===== config.mk =====
export PLATFORM = sky130hd
export DESIGN_NAME = lru_mem
export DESIGN_NICKNAME = d
export VERILOG_FILES = /design/src/rtl/lru_mem.sv
export SDC_FILE = /design/constraint.sdc
export NUM_CORES = 2
export LEC_CHECK = 0
export BUFFER_PORTS_ARGS = -buffer_cell sky130_fd_sc_hd__clkbuf_2
export CORE_MARGIN = 2
export CORE_UTILIZATION = 35
export DETAILED_ROUTE_END_ITERATION = 10
export SYNTH_ARGS = -nofsm -noshare
export SYNTH_HDL_FRONTEND = slang
export SYNTH_SLANG_ARGS = --single-unit

===== constraint.sdc =====
create_clock -name clk -period 3.5 [get_ports clk]
set_input_delay 0.175 -clock clk [delete_from_list [all_inputs] [get_ports clk]]
set_output_delay 0.175 -clock clk [all_outputs]
set_load 0.03 [all_outputs]

===== src/rtl/lru_mem.sv =====
// Generic single-write, single-read synchronous RAM with registered read data.
`timescale 1ns / 1ps
module lru_mem #(
  parameter int DEPTH = 64,
  parameter int WIDTH = 32
) (
  input  logic                     clk,
  input  logic                     wr_en,
  input  logic [$clog2(DEPTH)-1:0] wr_addr,
  input  logic [WIDTH-1:0]         wr_data,
  input  logic                     rd_en,
  input  logic [$clog2(DEPTH)-1:0] rd_addr,
  output logic [WIDTH-1:0]         rd_data
);

  logic [WIDTH-1:0] mem [DEPTH];

  // read returns the old contents on a same-address write
  always_ff @(posedge clk) begin
    if (wr_en) begin
      mem[wr_addr] <= wr_data;
    end
    if (rd_en) begin
      rd_data <= mem[rd_addr];
    end
  end

endmodule


==> summary.txt <==
Outcome: complete, no violations
Min Tclk post-route: 2.62 ns
Leading post-synthesis cells by cell area: edfxtp_1 (79%), mux4_2 (16%), mux2i_1 (1.2%)
Peak VDD IR: 568 uV
Clk_lat worst skew: 0.84 ns
Synth unique cells: 33
Via count: 37300
Slew Limit Fails: 0
Final wirelength: 206000 um
Number of port buffers: 78
# nets final: 3710
Ys Warns: 0
Startpoint Class: flop
Layout cell share with drive strength beyond 1: 31.2%
Required @ worst endpoint: 4.02 ns
Critical path fanouts, max: 1
R2r setup slk: 0.88 ns
RSZ-0062 raised after global routing: false
Post-Syn Area: 78800 um2
CTS Sinks: 2080
DRC Markers: 0
DIE AREA: 229000 um2
Grt ovf: 0
Hold Crit Start: wr_data[22]
Layout Cells excl Fill: 6828
CTS Buffer Depth: 3
Wire length per cell: 30.1 um
Post-synthesis sequential area ratio: 79.2%
Fillers: 19200
Synth async-reset ratio: 0%
FP Rows: 174
Total CTS buffers: 204
Finished Core Util: 40.7%
EDFF count, synth: 2080
GRT Util Overall: 17.8%
Via-per-instance ratio: 5.47
Setup violators final: 0
Setup TNS: 0 ns
Hold endpoint: mem[57][22]$_DFFE_PP_
Initial core utilization: 35.1%
Initial antenna violation count: 12
Max Clk Rate: 382 MHz
Critical path class: flop to flop
DR iter-0 viols: 4664
Maxcap violations: 0
DP HPWL: 115000 um
Power Density: 564 nW/um2
H-tree Lvls: 4
CTS tree: yes
R2r worst-path depth: 6
FF-to-FF End: rd_data[8]$_DFFE_PP_
Worst setup EP type: flop
Yosys top cell by area: edfxtp_1
Cell count after synthesis: 3324
Die Height: 479 um
Clk_skew: 0.0439 ns
Worst reg2reg path startpoint: mem[37][8]$_DFFE_PP_
Core area: 224000 um2
Top FF cell, synth: edfxtp_1
Seq cells post-synth: 2080
WP data arrival: 3.14 ns
Worst hold stages: 1
Final period utilization: 74.7%
Reg clk slew, reported paths: 0.06 ns
CTS root buf: clkbuf_16
Mean post-synth cell area: 23.7 um2
Gp weighted congestion: 0.768
Placed insts: 6432
Post-cts resize count: 0
TritonRoute pass-1 iters: 6
Pin count of the biggest net entering global routing: 65
Top cell type's share of synthesized area: 79.2%
I/O pin total: 79
Chip width: 479 um
Area Growth Syn to Fin: 16.0%
First-pass GRT wire length: 290000 um
Routed Antenna Nets: 0
Slew margin rel.: 15.8%
HP Class: input pin to flop
Synth Net Count: 3371
Vias in the first global route: 37700
Final hold vios: 0
Worst slew pin tran: 1.26 ns
Setup Buffers After CTS: 0
LEAKAGE: 28.2 nW
cells in the final DEF (no fill, tap or decap), drive strengths merged, types with 2 or more instances in the layout:
cell type,synthesis,layout
clkinvlp,0,8
dlygate4sd3,0,15
o22ai,84,84
mux4,544,544
inv,0,3
or2,3,3
and3,4,4
nor2,137,137
a21oi,62,62
diode,0,6
nand3,5,5
edfxtp,2080,2080
o221ai,27,27
o32ai,4,4
nand3b,5,5
nor3,7,7
a311oi,8,8
and2,2,2
a22oi,12,12
nor2b,15,15
a41o,4,4
bufinv,0,14
or3b,5,5
clkbuf,74,329
or3,3,3
clkinv,0,93
nand2,26,26
nand4,2,2
buf,108,226
mux2i,93,93
nand2b,8,8
cells in the mapped netlist, types with 12 or more instances:
library cell,number
a21oi_1,62
a22oi_1,12
buf_1,21
buf_2,57
buf_4,25
clkbuf_1,74
edfxtp_1,2080
mux2i_1,93
mux4_2,544
nand2_1,26
nor2_1,137
nor2b_1,15
o221ai_1,27
o22ai_1,84
routing by layer:
layer / global-route usage [%] / share of wire, % / vias to the layer above
li1: - / - / 15000
met2: 29.1 / 49 / 1629
met5: 0 / 0.0039 / -
met1: 24.5 / 40 / 20400
met3: 3.31 / 7.7 / 315
met4: 5.14 / 2.6 / 2
registers in the layout (all words and copies together) (netlist names):
signal	count
mem	2048
rd_data	32
worst max path at each step:
stage                               startpoint  cells past startpoint                    to  slack [ns]
after global placement              rd_addr[2]                      8  rd_data[8]$_DFFE_PP_        0.12
after CTS                 mem[37][8]$_DFFE_PP_                      6  rd_data[8]$_DFFE_PP_        0.87
after detailed placement            rd_addr[2]                      8  rd_data[8]$_DFFE_PP_        0.19
after global routing      mem[37][8]$_DFFE_PP_                      6  rd_data[8]$_DFFE_PP_        0.86
after floorplan                     wr_addr[3]                      4  mem[48][0]$_DFFE_PP_        0.17
final                     mem[37][8]$_DFFE_PP_                      6  rd_data[8]$_DFFE_PP_        0.88
metrics by stage:
step	total power [mW]	worst slack [ns]	area [um2]	hold slack, ns
floorplan	29.6	0.165	78800	0.274
global placement	30.9	0.119	84800	0.380
detailed placement	30.9	0.185	84800	0.380
CTS	51.9	0.869	91400	0.00328
global route	53.1	0.864	91500	0.0502
finish	51.5	0.885	91500	0.0224
final cells by class:
| cell class | count | area, um2 | share of cell area (%) |
|---|---|---|---|
| repair buffers | 315 | 2840 | 3.11 |
| well taps | 2992 | 3740 | 4.09 |
| clock inverters | 118 | 1030 | 1.13 |
| diodes | 6 | 15.0 | 0.0164 |
| multi-input cells | 1062 | 16000 | 17.5 |
| clock buffers | 255 | 5400 | 5.91 |
| flip-flops and latches | 2080 | 62500 | 68.3 |
cells by family (layout without fill, tap and decap cells):
| group | after synthesis | count (layout) | share of synthesized area, % |
|---|---|---|---|
| AOI/OAI and AO/OA | 202 | 202 | 1.67 |
| DFF | 2080 | 2080 | 79.2 |
| muxes | 637 | 637 | 16.7 |
| and+or+nand+nor | 223 | 223 | 1.26 |
| buffers and inverters | 182 | 688 | 1.12 |
| other | 0 | 6 | 0 |
critical path: stages, from the launching register on:
cell      delay (ns)
edfxtp_1        0.36
mux4_2          0.49
mux2i_1         0.22
nor2_1          0.08
o32ai_1         0.87
buf_4           0.24
nor3_1          0.05
where the power goes:
group          switching, mW  total [mW]  internal (mW)
registers             0.0849        27.7           27.6
logic                   1.65        2.65           1.00
clock network           9.21        21.2           12.0
timing repair:
action | in CTS | in global routing
endpoints found under the hold margin | 553 | 17
endpoints found under the setup margin | 0 | 0
hold buffers | 14 | 1
No activity file was read; power rests on OpenSTA's default activity.
