[config.mk]
export PLATFORM = sky130hd
export DESIGN_NAME = lru_age_unit
export DESIGN_NICKNAME = d
export VERILOG_FILES = /design/src/rtl/lru_pkg.sv /design/src/rtl/lru_age_unit.sv
export SDC_FILE = /design/constraint.sdc
export NUM_CORES = 1
export LEC_CHECK = 0
export ABC_AREA = 1
export BUFFER_PORTS_ARGS = -buffer_cell sky130_fd_sc_hd__buf_4
export CAP_MARGIN = 20
export CORE_ASPECT_RATIO = 0.9
export CORE_MARGIN = 1.5
export CORE_UTILIZATION = 61
export DETAILED_ROUTE_END_ITERATION = 6
export PLACE_DENSITY = 0.95
export SYNTH_ARGS = -nofsm -noshare
export SYNTH_HDL_FRONTEND = slang
export SYNTH_SLANG_ARGS = --single-unit
[constraint.sdc]
create_clock -name vclk -period 24.7
set_input_delay 3.705 -clock vclk [all_inputs]
set_output_delay 3.705 -clock vclk [all_outputs]
set_load 0.05 [all_outputs]
[src/rtl/lru_pkg.sv]
// Package: geometry constants and shared types for the age-counter LRU block.
`timescale 1ns / 1ps
package lru_pkg;

  localparam int WAYS   = 8;
  localparam int SETS   = 64;
  localparam int WAY_W  = $clog2(WAYS);
  localparam int SET_W  = (SETS > 1) ? $clog2(SETS) : 1;
  localparam int AGE_W  = $clog2(WAYS);
  localparam int ADDR_W = 64;
  localparam int IDX_W  = SET_W + WAY_W;
  localparam int META_W = WAYS + WAYS * AGE_W;

  localparam int IN_DATA_W  = 80;
  localparam int OUT_DATA_W = 72;

  localparam logic [AGE_W-1:0] AGE_MAX = AGE_W'(WAYS - 1);

  typedef enum logic {
    KIND_HIT  = 1'b0,
    KIND_FILL = 1'b1
  } kind_t;

  typedef struct packed {
    logic [WAYS-1:0][AGE_W-1:0] age;
    logic [WAYS-1:0]            valid;
  } meta_t;

  typedef struct packed {
    logic [WAY_W-1:0] way;
    logic             was_valid;
    meta_t            meta;
  } upd_t;

endpackage

[src/rtl/lru_age_unit.sv]
// Victim selection and age update for one set.
`timescale 1ns / 1ps
module lru_age_unit (
  input  logic                 kind,
  input  logic [lru_pkg::WAY_W-1:0] hit_way,
  input  lru_pkg::meta_t       meta_in,
  output lru_pkg::upd_t        upd
);
  import lru_pkg::*;

  logic [WAY_W-1:0] victim;
  logic [WAY_W-1:0] w;
  logic             found;
  logic [AGE_W-1:0] best_age;
  logic [AGE_W-1:0] old_age;
  logic             wv;
  meta_t            m;

  always_comb begin
    victim   = '0;
    found    = 1'b0;
    best_age = meta_in.age[0];
    for (int i = 0; i < WAYS; i++) begin
      if (!found && !meta_in.valid[i]) begin
        victim = WAY_W'(i);
        found  = 1'b1;
      end
    end
    if (!found) begin
      for (int i = 1; i < WAYS; i++) begin
        if (meta_in.age[i] > best_age) begin
          best_age = meta_in.age[i];
          victim   = WAY_W'(i);
        end
      end
    end
  end

  assign w       = (kind == KIND_FILL) ? victim : hit_way;
  assign old_age = meta_in.age[w];
  assign wv      = meta_in.valid[w];

  always_comb begin
    m = meta_in;
    for (int i = 0; i < WAYS; i++) begin
      if (WAY_W'(i) == w) begin
        m.age[i] = '0;
      end else if (meta_in.valid[i] && (!wv || meta_in.age[i] <= old_age) &&
                   meta_in.age[i] != AGE_MAX) begin
        m.age[i] = meta_in.age[i] + AGE_W'(1);
      end
    end
    if (kind == KIND_FILL) begin
      m.valid[w] = 1'b1;
    end
  end

  assign upd.way       = w;
  assign upd.was_valid = wv;
  assign upd.meta      = m;

endmodule

==> impl_results.md <==
* Post-route minimum period at 18.00 ns
* Post-CTS setup buffers at 0
* Worst Max-Slew Pin Slew at between 1 and 1.5 ns
* Final Setup Violations at 0
* Max Cap Violations at 0
* Pwr/cell area at between 60 and 70 mW/mm^2
* CP Launch Type: primary input
* Syn Std Cell Area at between 0.002 and 0.003 mm^2
* Nature of the critical path endpoint: output pin
* Die Ht at 65.0 um
* Vias in the first global route at 3112
* Post-synthesis cell count at 428
* Post-CTS Hold Buffers at 0
* Commonest non-fill, non-tap cells in the layout: 102 x nand2_1, 72 x buf_4, 61 x ha_1, 58 x nor2_1, 46 x inv_1
* Status: completed
* Syn. warnings at 0
* Detailed Route Iter0 Violations at 288
* Post-DP HPWL at 6520 um
* Final WL at 8020 um
* Largest net degree at the start of global routing at 13
* Gpl congestion at 0.938
* Final Util at 77.9%
* Starting Density at 63.5%
* Most common cell after layout, fill and taps aside: nand2_1
* Boundary pin count at 72
* Unrepaired setup endpoints after global routing: no
* Leak pwr at 1.80 nW
* Crit path max fanout at 8
* Worst VDD drop at 0.0452 mV
* Critical path class: in2out
* Final Max Slew Viols at 0
* Max_slew headroom at around 28%
* CLK BUF at 0
* Fmax at 55.6 MHz
* Slowest cell on crit path: a41oi_1
* Area Growth Syn to Fin at 22.6%
* Cell mode on critical path: nand2_1
* Final Cycle Share at about 73%
* Total track usage at 34.4%
* Cell Rows at 22
* Die width at 71.9 um
* Nets at around 600
* Core area at 0.00410 mm^2
* Initial antenna violation count at 0
* DRC at 0
* Critical path required time at 21.00 ns
* Via-per-instance ratio at ~6.1
* FF+latch count at 0
* Worst slack, placed at 6.92 ns
* CP arrival at 14.29 ns
* Sequential share of the synthesized area at 0%
* Hold WC Path Type: in2out
* Fin area at 0.00320 mm^2
* Synth Net Count at about 530
* First-pass iteration count of the detailed router at 5
* Layout cells sized above 1 at 20.1%
* Final hold violation count at 0
* WL/cell at approximately 15 um
* Worst hold slack at between 7 and 8 ns
* Post-cts gate resize count at 0
* # diodes at 0
* Via Count at 3319
* Setup TNS at 0 ns
* Crit-path max cell delay at 0.81 ns
* DIE AREA at 0.00467 mm^2
* Final WS setup at 6.70 ns
* Antenna-violating nets left at 0
* Grt total ovfl at 0
* Yosys cell types at 36
* IO buf count at 72
* First-pass GRT wire length at 13400 um
* Syn Area/Cell at 6.09 um^2
* Post-place instance area at roughly 0.0032 mm^2
* Layout fillers at around 330
* Sequential Area at 0 um^2
-- worst paths after layout --
check / endpoint / slack (ns) / cells after the start / from
setup / recovery: upd[23] / 6.70 / 70 / meta_in[10]
hold / removal: upd[0] / 7.80 / 4 / meta_in[0]
-- critical path, delay by kind of cell --
family | cells | cell delay (ns)
AO/OA/AOI/OAI | 19 | 3.98
adder cells (fa/ha/maj) | 8 | 2.43
buffers and inverters | 9 | 1.07
AND/OR/NAND/NOR | 34 | 3.05
-- final cells by class --
type	count	area, um^2	share of cell area (%)
Inverter	47	176	5.52
Multi-Input combinational cell	378	2410	75.5
Timing Repair Buffer	73	546	17.1
Tap cell	48	60.1	1.88
-- cells by family (layout without fill, tap and decap cells) --
group,count (synthesis),after routing,synth area share [%]
buffers and inverters,50,120,7.39
adders and majority gates,61,61,29.3
AOI/OAI and AO/OA,86,86,19.2
and+or+nand+nor,231,231,44.1
-- per-stage QoR --
| step | std cells | power, mW |
|---|---|---|
| 2_1_floorplan | 428 | 0.154 |
| 3_3_place_gp | 545 | 0.194 |
| 3_5_place_dp | 546 | 0.203 |
| 4_1_cts | 546 | 0.204 |
| 5_1_grt | 546 | 0.233 |
| 6_report | 546 | 0.208 |
-- cell usage after synthesis (all sizes together) --
| master | number | area share (%) |
|---|---|---|
| buf | 2 | 0.48 |
| a211oi | 5 | 1.6 |
| nand3 | 29 | 8.7 |
| nand2 | 112 | 18 |
| ha | 61 | 29 |
| a41oi | 1 | 0.34 |
| o211ai | 1 | 0.29 |
| o41ai | 1 | 0.34 |
| clkbuf | 1 | 0.14 |
| o21ai | 32 | 6.1 |
| o221ai | 1 | 0.34 |
| inv | 47 | 6.8 |
| a21oi | 28 | 5.4 |
| or2 | 1 | 0.24 |
| nand4 | 5 | 1.4 |
| nand3b | 17 | 4.9 |
| o22ai | 6 | 1.4 |
| a31oi | 4 | 0.96 |
| nor3 | 4 | 0.96 |
| and2 | 2 | 0.53 |
| a32oi | 6 | 2.0 |
| nor2 | 61 | 9.3 |
| o2111ai | 1 | 0.34 |
-- per-layer routing --
metal	up-vias	global-route usage (%)	share of wire [%]
met5	-	0	0
li1	1632	-	-
met1	1494	44.4	43
met3	14	1.24	7.8
met2	179	61.8	48
met4	0	9.67	1.5
-- power breakdown --
part | leakage [nW] | internal, mW | switching [mW]
clock network | 0 | 0 | 0
logic | 1.80 | 0.0713 | 0.137
registers | 0 | 0 | 0
total | 1.80 | 0.0713 | 0.137
Power figures use the tool's default switching activity.
